<file path="src/sv/smr_pkg.sv">
// ---------------------------------------------------------------------------
// smr_pkg
// Shared types, key codes and helpers for the shortcut modifier rewriter.
// ---------------------------------------------------------------------------
package smr_pkg;

  localparam int SWAP_SLOTS_DEF = 8;
  localparam int QUEUE_DEPTH    = 2;

  localparam int CFG_ADDR_W = 1;
  localparam int CFG_DATA_W = 2;

  // configuration register indexes
  localparam logic [CFG_ADDR_W-1:0] REG_REWRITE_ENABLE = 1'd0;
  localparam logic [CFG_ADDR_W-1:0] REG_OS_MODE        = 1'd1;

  // event kinds
  localparam logic [1:0] KIND_PRESS   = 2'd0;
  localparam logic [1:0] KIND_RELEASE = 2'd1;

  // host OS rule sets
  localparam logic [1:0] OS_WIN = 2'd1;
  localparam logic [1:0] OS_MAC = 2'd2;

  localparam logic [7:0] MOD_FIRST    = 8'hE0;
  localparam logic [7:0] BIT_LCTRL    = 8'h01;
  localparam logic [7:0] BIT_LSHIFT   = 8'h02;
  localparam logic [7:0] BIT_LALT     = 8'h04;
  localparam logic [7:0] BIT_LGUI     = 8'h08;
  localparam logic [7:0] BIT_RSHIFT   = 8'h20;
  localparam logic [7:0] HID_TAB      = 8'h2B;
  localparam logic [7:0] HID_LBRACKET = 8'h2F;
  localparam logic [7:0] HID_RBRACKET = 8'h30;

  // One classified event: an optional leading release, modifier releases,
  // modifier presses (each mask walked from bit 0 up) and an optional tail.
  typedef struct packed {
    logic        has_first;
    logic [7:0]  first_code;
    logic [7:0]  rel_mask;
    logic [7:0]  prs_mask;
    logic        has_final;
    logic [1:0]  final_kind;
    logic [7:0]  final_code;
    logic [63:0] time_us;
  } cmd_t;

  function automatic logic is_win_key(input logic [7:0] kc);
    logic r;
    case (kc) inside
      8'h11, 8'h17, 8'h1D, 8'h1B, 8'h06, 8'h19, 8'h1A, 8'h04, 8'h16, 8'h09,
      8'h15: r = 1'b1;
      default: r = 1'b0;
    endcase
    return r;
  endfunction

  function automatic logic is_mac_key(input logic [7:0] kc);
    logic r;
    case (kc) inside
      8'h0B, 8'h0D, 8'h0E, 8'h0F, 8'h33, 8'h18, 8'h12, 8'h17, 8'h13: r = 1'b1;
      default: r = 1'b0;
    endcase
    return r;
  endfunction

  function automatic logic [2:0] low_bit(input logic [7:0] m);
    logic [2:0] r;
    r = 3'd0;
    for (int b = 7; b >= 0; b--) begin
      if (m[b]) r = 3'(b);
    end
    return r;
  endfunction

endpackage

</file>
<file path="src/sv/shortcut_modifier_rewriter_core.sv">
// ---------------------------------------------------------------------------
// shortcut_modifier_rewriter_core
// Keyboard event rewriter: tracks modifiers and swaps OS shortcuts.
// ---------------------------------------------------------------------------
//  channel | dir | handshake          | payload
//  in_     | in  | in_tvalid/tready   | tuser kind, tdata code + time
//  out_    | out | out_tvalid/tready  | tuser kind, tdata code + time, tlast
//  cfg_    | in  | cfg_we             | cfg_addr index, cfg_wdata value
//
// An event gives 1 to 5 result beats; the expander sends one beat per
// cycle while the output is not held back by a low out_tready.
// Reset (rst_n low, synchronous) clears config, held modifiers, the swap
// slots and the queue.
// A two-deep command queue lets events be taken while out_tready is low.
// ---------------------------------------------------------------------------
module shortcut_modifier_rewriter_core #(
  parameter int SWAP_SLOTS = smr_pkg::SWAP_SLOTS_DEF
) (
  input  logic                           clk,
  input  logic                           rst_n,
  input  logic                           cfg_we,
  input  logic [smr_pkg::CFG_ADDR_W-1:0] cfg_addr,
  input  logic [smr_pkg::CFG_DATA_W-1:0] cfg_wdata,
  input  logic                           in_tvalid,
  output logic                           in_tready,
  input  logic [71:0]                    in_tdata,   // key_code[7:0], time_us[71:8]
  input  logic [1:0]                     in_tuser,   // event_kind
  output logic                           out_tvalid,
  input  logic                           out_tready,
  output logic [71:0]                    out_tdata,  // out_code[7:0], out_time_us[71:8]
  output logic [1:0]                     out_tuser,  // out_kind
  output logic                           out_tlast
);

  smr_pkg::cmd_t push_cmd, pop_cmd;
  logic          q_push, q_ready, q_pop, q_valid;
  logic [7:0]    o_code;
  logic [63:0]   o_time;

  smr_front #(.SWAP_SLOTS(SWAP_SLOTS)) u_front (
    .clk      (clk),
    .rst_n    (rst_n),
    .cfg_we   (cfg_we),
    .cfg_addr (cfg_addr),
    .cfg_wdata(cfg_wdata),
    .in_valid (in_tvalid),
    .in_ready (in_tready),
    .in_kind  (in_tuser),
    .in_code  (in_tdata[7:0]),
    .in_time  (in_tdata[71:8]),
    .q_ready  (q_ready),
    .q_push   (q_push),
    .q_cmd    (push_cmd)
  );

  smr_queue u_queue (
    .clk     (clk),
    .rst_n   (rst_n),
    .push    (q_push),
    .push_cmd(push_cmd),
    .ready   (q_ready),
    .pop     (q_pop),
    .valid   (q_valid),
    .pop_cmd (pop_cmd)
  );

  smr_back u_back (
    .clk      (clk),
    .rst_n    (rst_n),
    .q_valid  (q_valid),
    .q_cmd    (pop_cmd),
    .q_pop    (q_pop),
    .out_valid(out_tvalid),
    .out_ready(out_tready),
    .out_kind (out_tuser),
    .out_code (o_code),
    .out_time (o_time),
    .out_last (out_tlast)
  );

  assign out_tdata = {o_time, o_code};

endmodule

</file>
<file path="src/sv/smr_front.sv">
// ---------------------------------------------------------------------------
// smr_front
// Takes events, tracks held modifiers, applies the rewrite rules against the
// swap slot table and pushes one command per event into the queue.
// ---------------------------------------------------------------------------
module smr_front #(
  parameter int SWAP_SLOTS = smr_pkg::SWAP_SLOTS_DEF
) (
  input  logic                            clk,
  input  logic                            rst_n,
  input  logic                            cfg_we,
  input  logic [smr_pkg::CFG_ADDR_W-1:0]  cfg_addr,
  input  logic [smr_pkg::CFG_DATA_W-1:0]  cfg_wdata,
  input  logic                            in_valid,
  output logic                            in_ready,
  input  logic [1:0]                      in_kind,
  input  logic [7:0]                      in_code,
  input  logic [63:0]                     in_time,
  input  logic                            q_ready,
  output logic                            q_push,
  output smr_pkg::cmd_t                   q_cmd
);

  localparam int SLOT_W = (SWAP_SLOTS > 1) ? $clog2(SWAP_SLOTS) : 1;

  logic       enable_r;
  logic [1:0] os_mode_r;
  logic [7:0] held_r, held_nxt;

  logic [7:0] orig_r  [SWAP_SLOTS];
  logic [7:0] emit_r  [SWAP_SLOTS];
  logic [7:0] synth_r [SWAP_SLOTS];
  logic [7:0] disp_r  [SWAP_SLOTS];

  logic              accept;
  logic              is_key, is_mod;
  logic              free_hit, match_hit;
  logic [SLOT_W-1:0] free_idx, match_idx;
  logic              rule_hit;
  logic [7:0]        r_emit, r_synth, r_disp, shifts;
  logic              slot_wr, slot_clr;

  assign accept   = in_valid && q_ready;
  assign in_ready = q_ready;
  assign q_push   = accept;

  assign is_key = (in_kind == smr_pkg::KIND_PRESS) || (in_kind == smr_pkg::KIND_RELEASE);
  assign is_mod = is_key && (in_code[7:3] == smr_pkg::MOD_FIRST[7:3]);

  // lowest free slot and lowest slot holding this key
  always_comb begin
    free_hit  = 1'b0;
    free_idx  = '0;
    match_hit = 1'b0;
    match_idx = '0;
    for (int i = SWAP_SLOTS - 1; i >= 0; i--) begin
      if (orig_r[i] == 8'd0) begin
        free_hit = 1'b1;
        free_idx = SLOT_W'(i);
      end
      if (in_code != 8'd0 && orig_r[i] == in_code) begin
        match_hit = 1'b1;
        match_idx = SLOT_W'(i);
      end
    end
  end

  always_comb begin
    rule_hit = 1'b0;
    r_emit   = in_code;
    r_synth  = 8'd0;
    r_disp   = 8'd0;
    shifts   = held_r & (smr_pkg::BIT_LSHIFT | smr_pkg::BIT_RSHIFT);
    if (os_mode_r == smr_pkg::OS_WIN && (held_r & smr_pkg::BIT_LALT) != 8'd0) begin
      if (shifts != 8'd0 && in_code == smr_pkg::HID_LBRACKET) begin
        rule_hit = 1'b1;
        r_disp   = smr_pkg::BIT_LALT | shifts;
        r_synth  = smr_pkg::BIT_LCTRL;
        r_emit   = smr_pkg::HID_TAB;
      end else if (shifts != 8'd0 && in_code == smr_pkg::HID_RBRACKET) begin
        rule_hit = 1'b1;
        r_disp   = smr_pkg::BIT_LALT;
        r_synth  = smr_pkg::BIT_LCTRL;
        r_emit   = smr_pkg::HID_TAB;
      end else if (smr_pkg::is_win_key(in_code)) begin
        rule_hit = 1'b1;
        r_disp   = smr_pkg::BIT_LALT;
        r_synth  = smr_pkg::BIT_LCTRL;
      end
    end else if (os_mode_r == smr_pkg::OS_MAC &&
                 (held_r & smr_pkg::BIT_LGUI) != 8'd0 &&
                 smr_pkg::is_mac_key(in_code)) begin
      rule_hit = 1'b1;
      r_disp   = smr_pkg::BIT_LGUI;
      r_synth  = smr_pkg::BIT_LALT;
    end
  end

  always_comb begin
    held_nxt         = held_r;
    slot_wr          = 1'b0;
    slot_clr         = 1'b0;
    q_cmd.has_first  = 1'b0;
    q_cmd.first_code = 8'd0;
    q_cmd.rel_mask   = 8'd0;
    q_cmd.prs_mask   = 8'd0;
    q_cmd.has_final  = 1'b1;
    q_cmd.final_kind = in_kind;
    q_cmd.final_code = in_code;
    q_cmd.time_us    = in_time;
    if (is_mod) begin
      if (in_kind == smr_pkg::KIND_PRESS) held_nxt = held_r | (8'd1 << in_code[2:0]);
      else held_nxt = held_r & ~(8'd1 << in_code[2:0]);
    end else if (enable_r && is_key) begin
      if (in_kind == smr_pkg::KIND_PRESS) begin
        if (rule_hit && free_hit) begin
          slot_wr          = accept;
          q_cmd.rel_mask   = r_disp;
          q_cmd.prs_mask   = r_synth;
          q_cmd.final_code = r_emit;
        end
      end else if (match_hit) begin
        slot_clr         = accept;
        q_cmd.has_first  = 1'b1;
        q_cmd.first_code = emit_r[match_idx];
        q_cmd.rel_mask   = synth_r[match_idx];
        q_cmd.prs_mask   = disp_r[match_idx] & held_r;
        q_cmd.has_final  = 1'b0;
      end
    end
  end

  always_ff @(posedge clk) begin
    if (!rst_n) begin
      enable_r  <= 1'b0;
      os_mode_r <= 2'd0;
      held_r    <= 8'd0;
      for (int i = 0; i < SWAP_SLOTS; i++) orig_r[i] <= 8'd0;
    end else begin
      if (cfg_we) begin
        unique case (cfg_addr)
          smr_pkg::REG_REWRITE_ENABLE: enable_r  <= cfg_wdata[0];
          smr_pkg::REG_OS_MODE:        os_mode_r <= cfg_wdata;
          default: ;
        endcase
      end
      if (accept) held_r <= held_nxt;
      if (slot_wr) orig_r[free_idx] <= in_code;
      else if (slot_clr) orig_r[match_idx] <= 8'd0;
    end
  end

  always_ff @(posedge clk) begin
    if (slot_wr) begin
      emit_r[free_idx]  <= r_emit;
      synth_r[free_idx] <= r_synth;
      disp_r[free_idx]  <= r_disp;
    end
  end

  a_wr_free_slot: assert property (@(posedge clk) disable iff (!rst_n)
    slot_wr |-> orig_r[free_idx] == 8'd0 && !slot_clr)
    else $error("swap slot overwritten while in use");

endmodule

</file>
<file path="src/sv/smr_queue.sv">
// ---------------------------------------------------------------------------
// smr_queue
// Short command queue between the classifier and the expander.
// ---------------------------------------------------------------------------
module smr_queue (
  input  logic          clk,
  input  logic          rst_n,
  input  logic          push,
  input  smr_pkg::cmd_t push_cmd,
  output logic          ready,
  input  logic          pop,
  output logic          valid,
  output smr_pkg::cmd_t pop_cmd
);

  localparam int PTR_W = (smr_pkg::QUEUE_DEPTH > 1) ? $clog2(smr_pkg::QUEUE_DEPTH) : 1;
  localparam int CNT_W = $clog2(smr_pkg::QUEUE_DEPTH + 1);
  localparam logic [CNT_W-1:0] DEPTH_C = CNT_W'(smr_pkg::QUEUE_DEPTH);
  localparam logic [PTR_W-1:0] LAST_PTR = PTR_W'(smr_pkg::QUEUE_DEPTH - 1);

  smr_pkg::cmd_t    mem_r [smr_pkg::QUEUE_DEPTH];
  logic [PTR_W-1:0] wr_ptr_r, rd_ptr_r;
  logic [CNT_W-1:0] count_r;

  assign ready   = (count_r != DEPTH_C);
  assign valid   = (count_r != '0);
  assign pop_cmd = mem_r[rd_ptr_r];

  always_ff @(posedge clk) begin
    if (!rst_n) begin
      wr_ptr_r <= '0;
      rd_ptr_r <= '0;
      count_r  <= '0;
    end else begin
      if (push) wr_ptr_r <= (wr_ptr_r == LAST_PTR) ? '0 : wr_ptr_r + 1'b1;
      if (pop)  rd_ptr_r <= (rd_ptr_r == LAST_PTR) ? '0 : rd_ptr_r + 1'b1;
      if (push && !pop) count_r <= count_r + 1'b1;
      else if (pop && !push) count_r <= count_r - 1'b1;
    end
  end

  always_ff @(posedge clk) begin
    if (push) mem_r[wr_ptr_r] <= push_cmd;
  end

  a_no_overflow: assert property (@(posedge clk) disable iff (!rst_n)
    push |-> ready)
    else $error("push into full queue");

  a_no_underflow: assert property (@(posedge clk) disable iff (!rst_n)
    pop |-> valid)
    else $error("pop from empty queue");

endmodule

</file>
<file path="src/sv/smr_back.sv">
// ---------------------------------------------------------------------------
// smr_back
// Expands one queued command into its result beats, one beat per cycle
// while out_ready does not stall it, through a registered output stage.
// ---------------------------------------------------------------------------
module smr_back (
  input  logic          clk,
  input  logic          rst_n,
  input  logic          q_valid,
  input  smr_pkg::cmd_t q_cmd,
  output logic          q_pop,
  output logic          out_valid,
  input  logic          out_ready,
  output logic [1:0]    out_kind,
  output logic [7:0]    out_code,
  output logic [63:0]   out_time,
  output logic          out_last
);

  smr_pkg::cmd_t cur_r, cur_nxt, stepped;
  logic          busy_r, busy_nxt;
  logic          ovalid_r, ovalid_nxt;
  logic [1:0]    okind_r;
  logic [7:0]    ocode_r;
  logic [63:0]   otime_r;
  logic          olast_r;

  logic       step, beat_last;
  logic [1:0] beat_kind;
  logic [7:0] beat_code;

  assign step = busy_r && (!ovalid_r || out_ready);

  // pick the next beat and clear it from the working copy
  always_comb begin
    stepped = cur_r;
    if (cur_r.has_first) begin
      beat_kind         = smr_pkg::KIND_RELEASE;
      beat_code         = cur_r.first_code;
      stepped.has_first = 1'b0;
    end else if (cur_r.rel_mask != 8'd0) begin
      beat_kind        = smr_pkg::KIND_RELEASE;
      beat_code        = smr_pkg::MOD_FIRST | {5'd0, smr_pkg::low_bit(cur_r.rel_mask)};
      stepped.rel_mask = cur_r.rel_mask & (cur_r.rel_mask - 8'd1);
    end else if (cur_r.prs_mask != 8'd0) begin
      beat_kind        = smr_pkg::KIND_PRESS;
      beat_code        = smr_pkg::MOD_FIRST | {5'd0, smr_pkg::low_bit(cur_r.prs_mask)};
      stepped.prs_mask = cur_r.prs_mask & (cur_r.prs_mask - 8'd1);
    end else begin
      beat_kind         = cur_r.final_kind;
      beat_code         = cur_r.final_code;
      stepped.has_final = 1'b0;
    end
    beat_last = !stepped.has_first && stepped.rel_mask == 8'd0 &&
                stepped.prs_mask == 8'd0 && !stepped.has_final;
  end

  always_comb begin
    cur_nxt  = cur_r;
    busy_nxt = busy_r;
    q_pop    = 1'b0;
    if (step) begin
      cur_nxt = stepped;
      if (beat_last) busy_nxt = 1'b0;
    end
    if ((!busy_r || (step && beat_last)) && q_valid) begin
      q_pop    = 1'b1;
      cur_nxt  = q_cmd;
      busy_nxt = 1'b1;
    end
    ovalid_nxt = ovalid_r;
    if (step) ovalid_nxt = 1'b1;
    else if (out_ready) ovalid_nxt = 1'b0;
  end

  always_ff @(posedge clk) begin
    if (!rst_n) begin
      busy_r   <= 1'b0;
      ovalid_r <= 1'b0;
    end else begin
      busy_r   <= busy_nxt;
      ovalid_r <= ovalid_nxt;
    end
  end

  always_ff @(posedge clk) begin
    cur_r <= cur_nxt;
    if (step) begin
      okind_r <= beat_kind;
      ocode_r <= beat_code;
      otime_r <= cur_r.time_us;
      olast_r <= beat_last;
    end
  end

  assign out_valid = ovalid_r;
  assign out_kind  = okind_r;
  assign out_code  = ocode_r;
  assign out_time  = otime_r;
  assign out_last  = olast_r;

  a_stay_busy: assert property (@(posedge clk) disable iff (!rst_n)
    step && !beat_last |=> busy_r)
    else $error("command dropped before its last beat");

  a_pop_idle: assert property (@(posedge clk) disable iff (!rst_n)
    q_pop |-> !busy_r || (step && beat_last))
    else $error("new command loaded over one still expanding");

endmodule
</file>
<file path="config.mk">
export PLATFORM = sky130hd
export DESIGN_NAME = shortcut_modifier_rewriter_core
export DESIGN_NICKNAME = d
export VERILOG_FILES = /design/src/sv/smr_pkg.sv /design/src/sv/shortcut_modifier_rewriter_core.sv /design/src/sv/smr_front.sv /design/src/sv/smr_queue.sv /design/src/sv/smr_back.sv
export SDC_FILE = /design/constraint.sdc
export NUM_CORES = 1
export LEC_CHECK = 0
export BUFFER_PORTS_ARGS = -buffer_cell sky130_fd_sc_hd__clkbuf_2
export CAP_MARGIN = 20
export CORE_ASPECT_RATIO = 1.5
export CORE_MARGIN = 2
export CORE_UTILIZATION = 67
export CTS_BUF_LIST = sky130_fd_sc_hd__clkbuf_8
export DETAILED_ROUTE_END_ITERATION = 6
export PLACE_DENSITY = 0.88
export SLEW_MARGIN = 10
export SYNTH_ARGS = -nofsm -noshare
export SYNTH_HDL_FRONTEND = slang
export SYNTH_SLANG_ARGS = --single-unit
export TNS_END_PERCENT = 100
</file>
<file path="constraint.sdc">
create_clock -name clk -period 12.5 [get_ports clk]
set_input_delay 0.625 -clock clk [delete_from_list [all_inputs] [get_ports clk]]
set_output_delay 0.625 -clock clk [all_outputs]
set_load 0.05 [all_outputs]
</file>
# Word-level counts from Yosys, hierarchy flattened
# Memory sizes are Yosys's and may differ from the RTL's. A register that Yosys moved wholly into a read port is not among the register bits.
# Cells that the tools add are included.
# W data, S select, Z words.
word_totals:
  output_inout_bits: 77
  in_bits: 82
  word_cells: 268
  latch_bits: 0
  mem_bits_ro: 0
  register_bits: 192
  n_memories: 5
  ramBits: 456
classes:
  div_mod_pow: 0
  shifts: 1
  bitwise_logic: 7
  magnitude_cmp: 0
  mul: 0
  n_mux: 132
  n_eq_ne: 34
  n_reduce_logical: 62
  add_sub_neg: 6
mem_list:
  columns: ["memory", "depth", "word_bits", "read_ports", "rd_ports_with_merged_regs", "wr", "line_no", "rtl"]
  rows:
  - ["u_queue.mem_r", 2, 100, 1, 1, 1, "smr_queue.sv:21", "smr_pkg::cmd_t mem_r [smr_pkg::QUEUE_DEPTH];"]
  - ["u_front.disp_r", 8, 8, 1, 0, 1, "smr_front.sv:33", "logic [7:0] disp_r [SWAP_SLOTS];"]
  - ["u_front.emit_r", 8, 8, 1, 0, 1, "smr_front.sv:31", "logic [7:0] emit_r [SWAP_SLOTS];"]
  - ["u_front.orig_r", 8, 8, 8, 0, 8, "smr_front.sv:30", "logic [7:0] orig_r [SWAP_SLOTS];"]
  - ["u_front.synth_r", 8, 8, 1, 0, 1, "smr_front.sv:32", "logic [7:0] synth_r [SWAP_SLOTS];"]
ops:
  columns: ["operator", "count"]
  rows:
  - ["$mux W100", 2]
  - ["$mux W8", 21]
  - ["$mux W3", 36]
  - ["$eq A8 B5 Y1 const B", 11]
  - ["$logic_not A8 Y1", 10]
  - ["$mux W26", 3]
  - ["$eq A8 B8 Y1", 8]
  - ["$mux W1", 62]
  - ["$eq A8 B4 Y1 const B", 5]
  - ["$and A8 B8 Y8", 4]
  - ["$mux W16", 2]
  - ["$reduce_bool A8 Y1", 4]
  - ["$eq A8 B6 Y1 const B", 3]
  - ["$logic_and A1 B1 Y1", 24]
  - ["$mux W9", 2]
  - ["$mux W17", 1]
  - ["$eq A8 B3 Y1 const B", 2]
  - ["$reduce_or A8 Y1", 2]
  - ["$sub A8 B1 Y8 const B", 2]
  - ["$reduce_or A11 Y1", 1]
  - ["$reduce_bool A2 Y1", 5]
  - ["$reduce_or A9 Y1", 1]
  - ["$not A8 Y8", 1]
  - ["$or A8 B8 Y8", 1]
  - ["other kinds (17)", 29]

# Depth between registers and ports, before layout
depth:
  depth_word: 21
  mapped_depth: 13
  depth_no_buf: 11

# Modules after synthesis
# Synthesis repeated with hierarchy kept, for this count alone.
hier_totals:
  hier_cells: 1493
  area_unflattened_um2: 23482.5
by_module_without_submodules:
  columns: ["mod", "seq_area_each_um2", "instances", "area_each_um2", "cells_each"]
  rows:
  - ["smr_front", 5185.0, 1, 9131.3, 727]
  - ["smr_queue", 6105.9, 1, 7470.9, 333]
  - ["smr_back", 5295.1, 1, 6880.3, 433]

# Least setup slack after synthesis
# No wires, ideal clock.
synth_path:
  path_kind: "register -> register"
  start: "register u_queue.count_r[0]"
  end: "memory u_queue.mem_r[0][0] in the netlist's numbering, enable pin"
  n_path_buf: 0
  slack_ns: 6.904
  stages_incl_launch_ff: 4
  period_less_slack_ns: 5.596
  setup_time_ns: 0.548
  required_ns: 11.952
  arrival_time_ns: 5.048
  path_cell_list: "dfxtp_1 > nand2b_1 > nand2_1 > nor2_1"
synth_between:
  elab_chain_len: 4
synth_lines:
  columns: ["item", "line_no", "rtl"]
  rows:
  - ["from (decl)", "smr_queue.sv:23", "logic [CNT_W-1:0] count_r;"]
  - ["from (signal assigned)", "smr_queue.sv:37", "if (push && !pop) count_r <= count_r + 1'b1;"]
  - ["from (signal assigned)", "smr_queue.sv:38", "else if (pop && !push) count_r <= count_r - 1'b1;"]
  - ["$ne A2 B2 Y1", "smr_queue.sv:25", "assign ready = (count_r != DEPTH_C);"]
  - ["named net in_tready", "shortcut_modifier_rewriter_core.sv:25", "output logic in_tready,"]
  - ["$logic_and A1 B1 Y1", "smr_front.sv:43", "assign accept = in_valid && q_ready;"]
  - ["$mux W1", "smr_queue.sv:43", "if (push) mem_r[wr_ptr_r] <= push_cmd;"]
  - ["$mux W1 (not written as such)", "smr_queue.sv:43", null]
  - ["to (decl)", "smr_queue.sv:21", null]
# The timed path passes the listed nets, and every way through them passes these cells.

# Final worst setup path
layout_path:
  start: "register u_back.cur_r[99] in the netlist's numbering"
  end: "register u_back.cur_r[87] in the netlist's numbering, enable pin"
layout_between:
  elab_chain_len: 8
  word_cells_on_any_way: 10
  classes_between: "mux (1); reduce/logical (9)"
layout_lines:
  columns: ["item", "line_no", "rtl"]
  rows:
  - ["from (decl)", "smr_back.sv:20", "smr_pkg::cmd_t cur_r, cur_nxt, stepped;"]
  - ["from (signal assigned)", "smr_back.sv:87", "cur_r <= cur_nxt;"]
  - ["$mux W17 (*)", "smr_back.sv:37", "if (cur_r.has_first) begin"]
  - ["$logic_not A8 Y1 (on tied branches)", "smr_back.sv:54, smr_back.sv:55", null]
  - ["$logic_and A1 B1 Y1", "smr_back.sv:54", "beat_last = !stepped.has_first && stepped.rel_mask == 8'd0 &&"]
  - ["$logic_and A1 B1 Y1 (*)", "smr_back.sv:55", "stepped.prs_mask == 8'd0 && !stepped.has_final;"]
  - ["$logic_and A1 B1 Y1 (*)", "smr_back.sv:66", "if ((!busy_r || (step && beat_last)) && q_valid) begin"]
  - ["$logic_or A1 B1 Y1 (*)", "smr_back.sv:66", null]
  - ["$logic_and A1 B1 Y1 (*)", "smr_back.sv:66", null]
  - ["$reduce_bool A2 Y1 (no line) (*)", null, null]
# Mark *: on every way between the ends. The rest lies on a longest branch, timed or not.
# A chain may end at the register's enable or synchronous reset.

==> flow_metrics.tcl <==
set metrics [dict create \
    status "finished, final reports clean" \
    clk_path_buf_depth 3 \
    critPathArrivalTime_ns 4.78 \
    worst_setup_path_start_kind "flop" \
    hold_viol_final 0 \
    regToRegSetupSlack_ns 7.95 \
    gp_congestion 0.979 \
    postSynthCellCount 1324 \
    die_area_mm2 0.0329 \
    grt_pass1_vias 12300 \
    wl_per_cell_um 21.6 \
    rows 79 \
    slew_viol_final 0 \
    finalCriticalPeriod_ns 4.55 \
    grt_pass1_wl_mm 65.4 \
    grt_max_degree 113 \
    h-tree-depth 3 \
    rsz0062_at_grt "false" \
    ys_types 59 \
    critPathRequiredTime_ns 12.73 \
    p_leak_uw 0.00834 \
    vias_per_cell 6.04 \
    vias 12000 \
    synth_edf_count 523 \
    relSlewSlack_pct 31.9 \
    synth_area_leader_cell "edfxtp_1" \
    busiest_layer "met2" \
    cp_max_fo 91 \
    synth_ff_type "edfxtp_1" \
    pre_cts_slack_ns 8.07 \
    cts_setup_buffers 0 \
    r2r_end "u_back.cur_r[87]" \
    placed_area_mm2 0.0223 \
    grtUsageTotal_pct 26.4 \
    r2r-start "u_back.cur_r[99]" \
    cp.depth 10 \
    synthArstFlopShare_pct 0 \
    cpMaxStageDelayCell "nand2b_1" \
    final_layout_size_suffix_gt1_share_pct 19.4 \
    start_util_pct 67.8 \
    ios 159 \
    clockRootBuffer "clkbuf_8" \
    setup.worst_path.end_class "flop" \
    area_delta_synth_final_pct 12.4 \
    overflow 0 \
    antenna_left 0 \
    antenna_found_initial 0 \
    worst-setup-path-type "flop to flop" \
    fin_cells 1992 \
    crit_start "u_back.cur_r[99]" \
    ys_seq_elements 537 \
    first_pass_iters 6 \
    seq_area_frac_synth_pct 75.9 \
    dieHeight_um 221 \
    port-buffer-count 158 \
    hpwl_mm 27.0 \
    setup_viol 0 \
    synth.top_cell.area_share_pct 74.6 \
    diodes 0 \
    max_freq_ghz 0.220 \
    use_met3_pct 4.60 \
    cp_top_family "simple AND/OR/NAND/NOR gates" \
    core_mm2 0.0310 \
    avgSynthCellArea_um2 15.9 \
    fin_setup_tns_ns 0 \
    dr.first_iter.drc_count 1269 \
    synthTopCellsByArea "edfxtp_1 (75%), mux2i_1 (5.3%), nor2_1 (3.5%)" \
    dieWidth_um 149 \
    clk_latency_ns 0.62 \
    grt_util_met1_pct 30.5 \
    use_met2_pct 46.9 \
    dp.cells 1861 \
    vdd_drop_max_uv 118 \
    tightest_slew_ns 1.02 \
    max_stage_delay_ns 0.69 \
    fin_worst_skew_ns 0.0360 \
    finalNetCount 1615 \
    clkSinkCount 537 \
    numCtsBuffers 72 \
    cts_hold_buf 0 \
    yosysWarnings 0 \
    drv_cap 0 \
    total_power_uw 4920 \
    synthesis.area_mm2 0.0211 \
    fin_ws_ns 7.95 \
    power_density_mw_per_mm2 208 \
    postCtsResizedCells 0 \
    period_share_pct 36.4 \
    crit_path_end "u_back.cur_r[87]" \
    clkSlewWorstSetupHoldPaths_ns 0.06 \
    final_cell_area_mm2 0.0237 \
    drc 0 \
    critPathBufInv 2 \
    worst-r2r-cell-count 10 \
    worstHoldPathType "primary input to flop" \
    cts_tree "done" \
    path_cells "nor3_2 > nand2_1 > or4_1 > maj3_1 > nand4b_1 > o31ai_1 > o21ai_4 > buf_4 > buf_16 > nand2b_1" \
    routed_wl_mm 43.1 \
]
state kept, by name (all words and copies together), names as in the netlist, named ones only:
signal,cells
u_back.busy_r,1
u_queue.mem_r,188
u_back.out_code,8
u_front.emit_r,64
u_front.disp_r,24
u_front.synth_r,8
u_back.out_last,1
u_back.out_valid,1
u_front.enable_r,1
u_front.os_mode_r,2
u_back.cur_r,100
u_back.out_kind,2
u_front.orig_r,64
u_queue.count_r,2
u_queue.rd_ptr_r,1
u_back.out_time,64
u_queue.wr_ptr_r,1
worst min-delay path by stage:
stage / start / to / slack (ns) / depth (start not counted)
finish: in_tdata[21] / u_queue.mem_r[1][13] / 0.20 / 1
global route: in_tdata[18] / u_queue.mem_r[1][10] / 0.17 / 1
CTS: in_tdata[44] / u_queue.mem_r[1][36] / 0.15 / 1
detailed placement: u_back.cur_r[23] / u_back.out_time[23] / 0.40 / 0
global placement: u_back.cur_r[2] / u_back.out_time[2] / 0.40 / 0
floorplan: u_back.cur_r[0] / u_back.out_time[0] / 0.40 / 0
per-layer routing:
metal	part of all wire [%]	wire length, um	up-vias
met5	0	0	-
met4	4.1	1750	0
met3	7.5	3230	140
met2	53	23000	677
met1	35	15100	5833
li1	-	-	5379
cells in the mapped netlist (3+ instances only):
cell type  count
edfxtp_1     523
nor2_1       198
mux2i_1      112
nand2_1       72
xnor2_1       41
clkbuf_1      32
a21oi_1       31
xor2_1        28
o21ai_0       26
nor4_1        19
inv_1         16
nand3_1       16
nand4_1       16
buf_2         15
nor3_1        15
dfxtp_1       14
mux4_2        13
or4_1         10
and2_1         9
nand2b_1       8
nor2b_1        8
o211ai_1       8
nand3b_1       7
and3_1         6
or2_2          6
a22o_1         5
buf_4          5
mux2_2         5
o22ai_1        5
o31ai_1        5
or3_1          5
a211oi_1       4
a21o_1         3
a31o_2         3
buf_6          3
mux4_1         3
nand4b_1       3
layout by cell type, fill, tap and decap left out, types with 16 or more instances in the layout:
cell type and n:
conb_1 16, nor4_1 19, nand3_1 16, mux2i_1 112, clkbuf_2 158, nor2_1 197
a21oi_1 31, o21ai_0 26, nand4_1 16, nand2_1 72, edfxtp_1 523, xnor2_1 41
inv_1 42, clkbuf_8 74, buf_4 17, xor2_1 28
report_power, final:
part	total, uW	internal, uW	switching, uW
clock	1230	615	613
combinational	1040	259	776
sequential	2650	2470	188
layout make-up:
class / count / area [um2]
Timing Repair Buffer: 177 / 973
Sequential cell: 537 / 16000
Tap cell: 405 / 507
Clock inverter: 55 / 312
Inverter: 17 / 65.1
Fill cell: 1697 / 7370
Clock buffer: 74 / 1020
Multi-Input combinational cell: 727 / 4800
logic make-up (layout without fill, tap and decap cells):
family	after synthesis	in the layout	share of synthesized area, %
mux	133	133	7.36
fa+ha+maj	3	3	0.155
flops	537	537	75.9
other cells	1	16	0.0178
compound gates	103	103	3.17
simple gates	403	403	8.83
xor+xnor	69	69	2.87
buf+inv	75	323	1.68
through the flow:
stage	utilization [%]	hold slack [ns]
finish	76.3	0.198
global route	76.3	0.166
CTS	76.1	0.152
detailed placement	71.8	0.405
global placement	71.8	0.400
floorplan	-	0.400
Power figures use the tool's default switching activity.
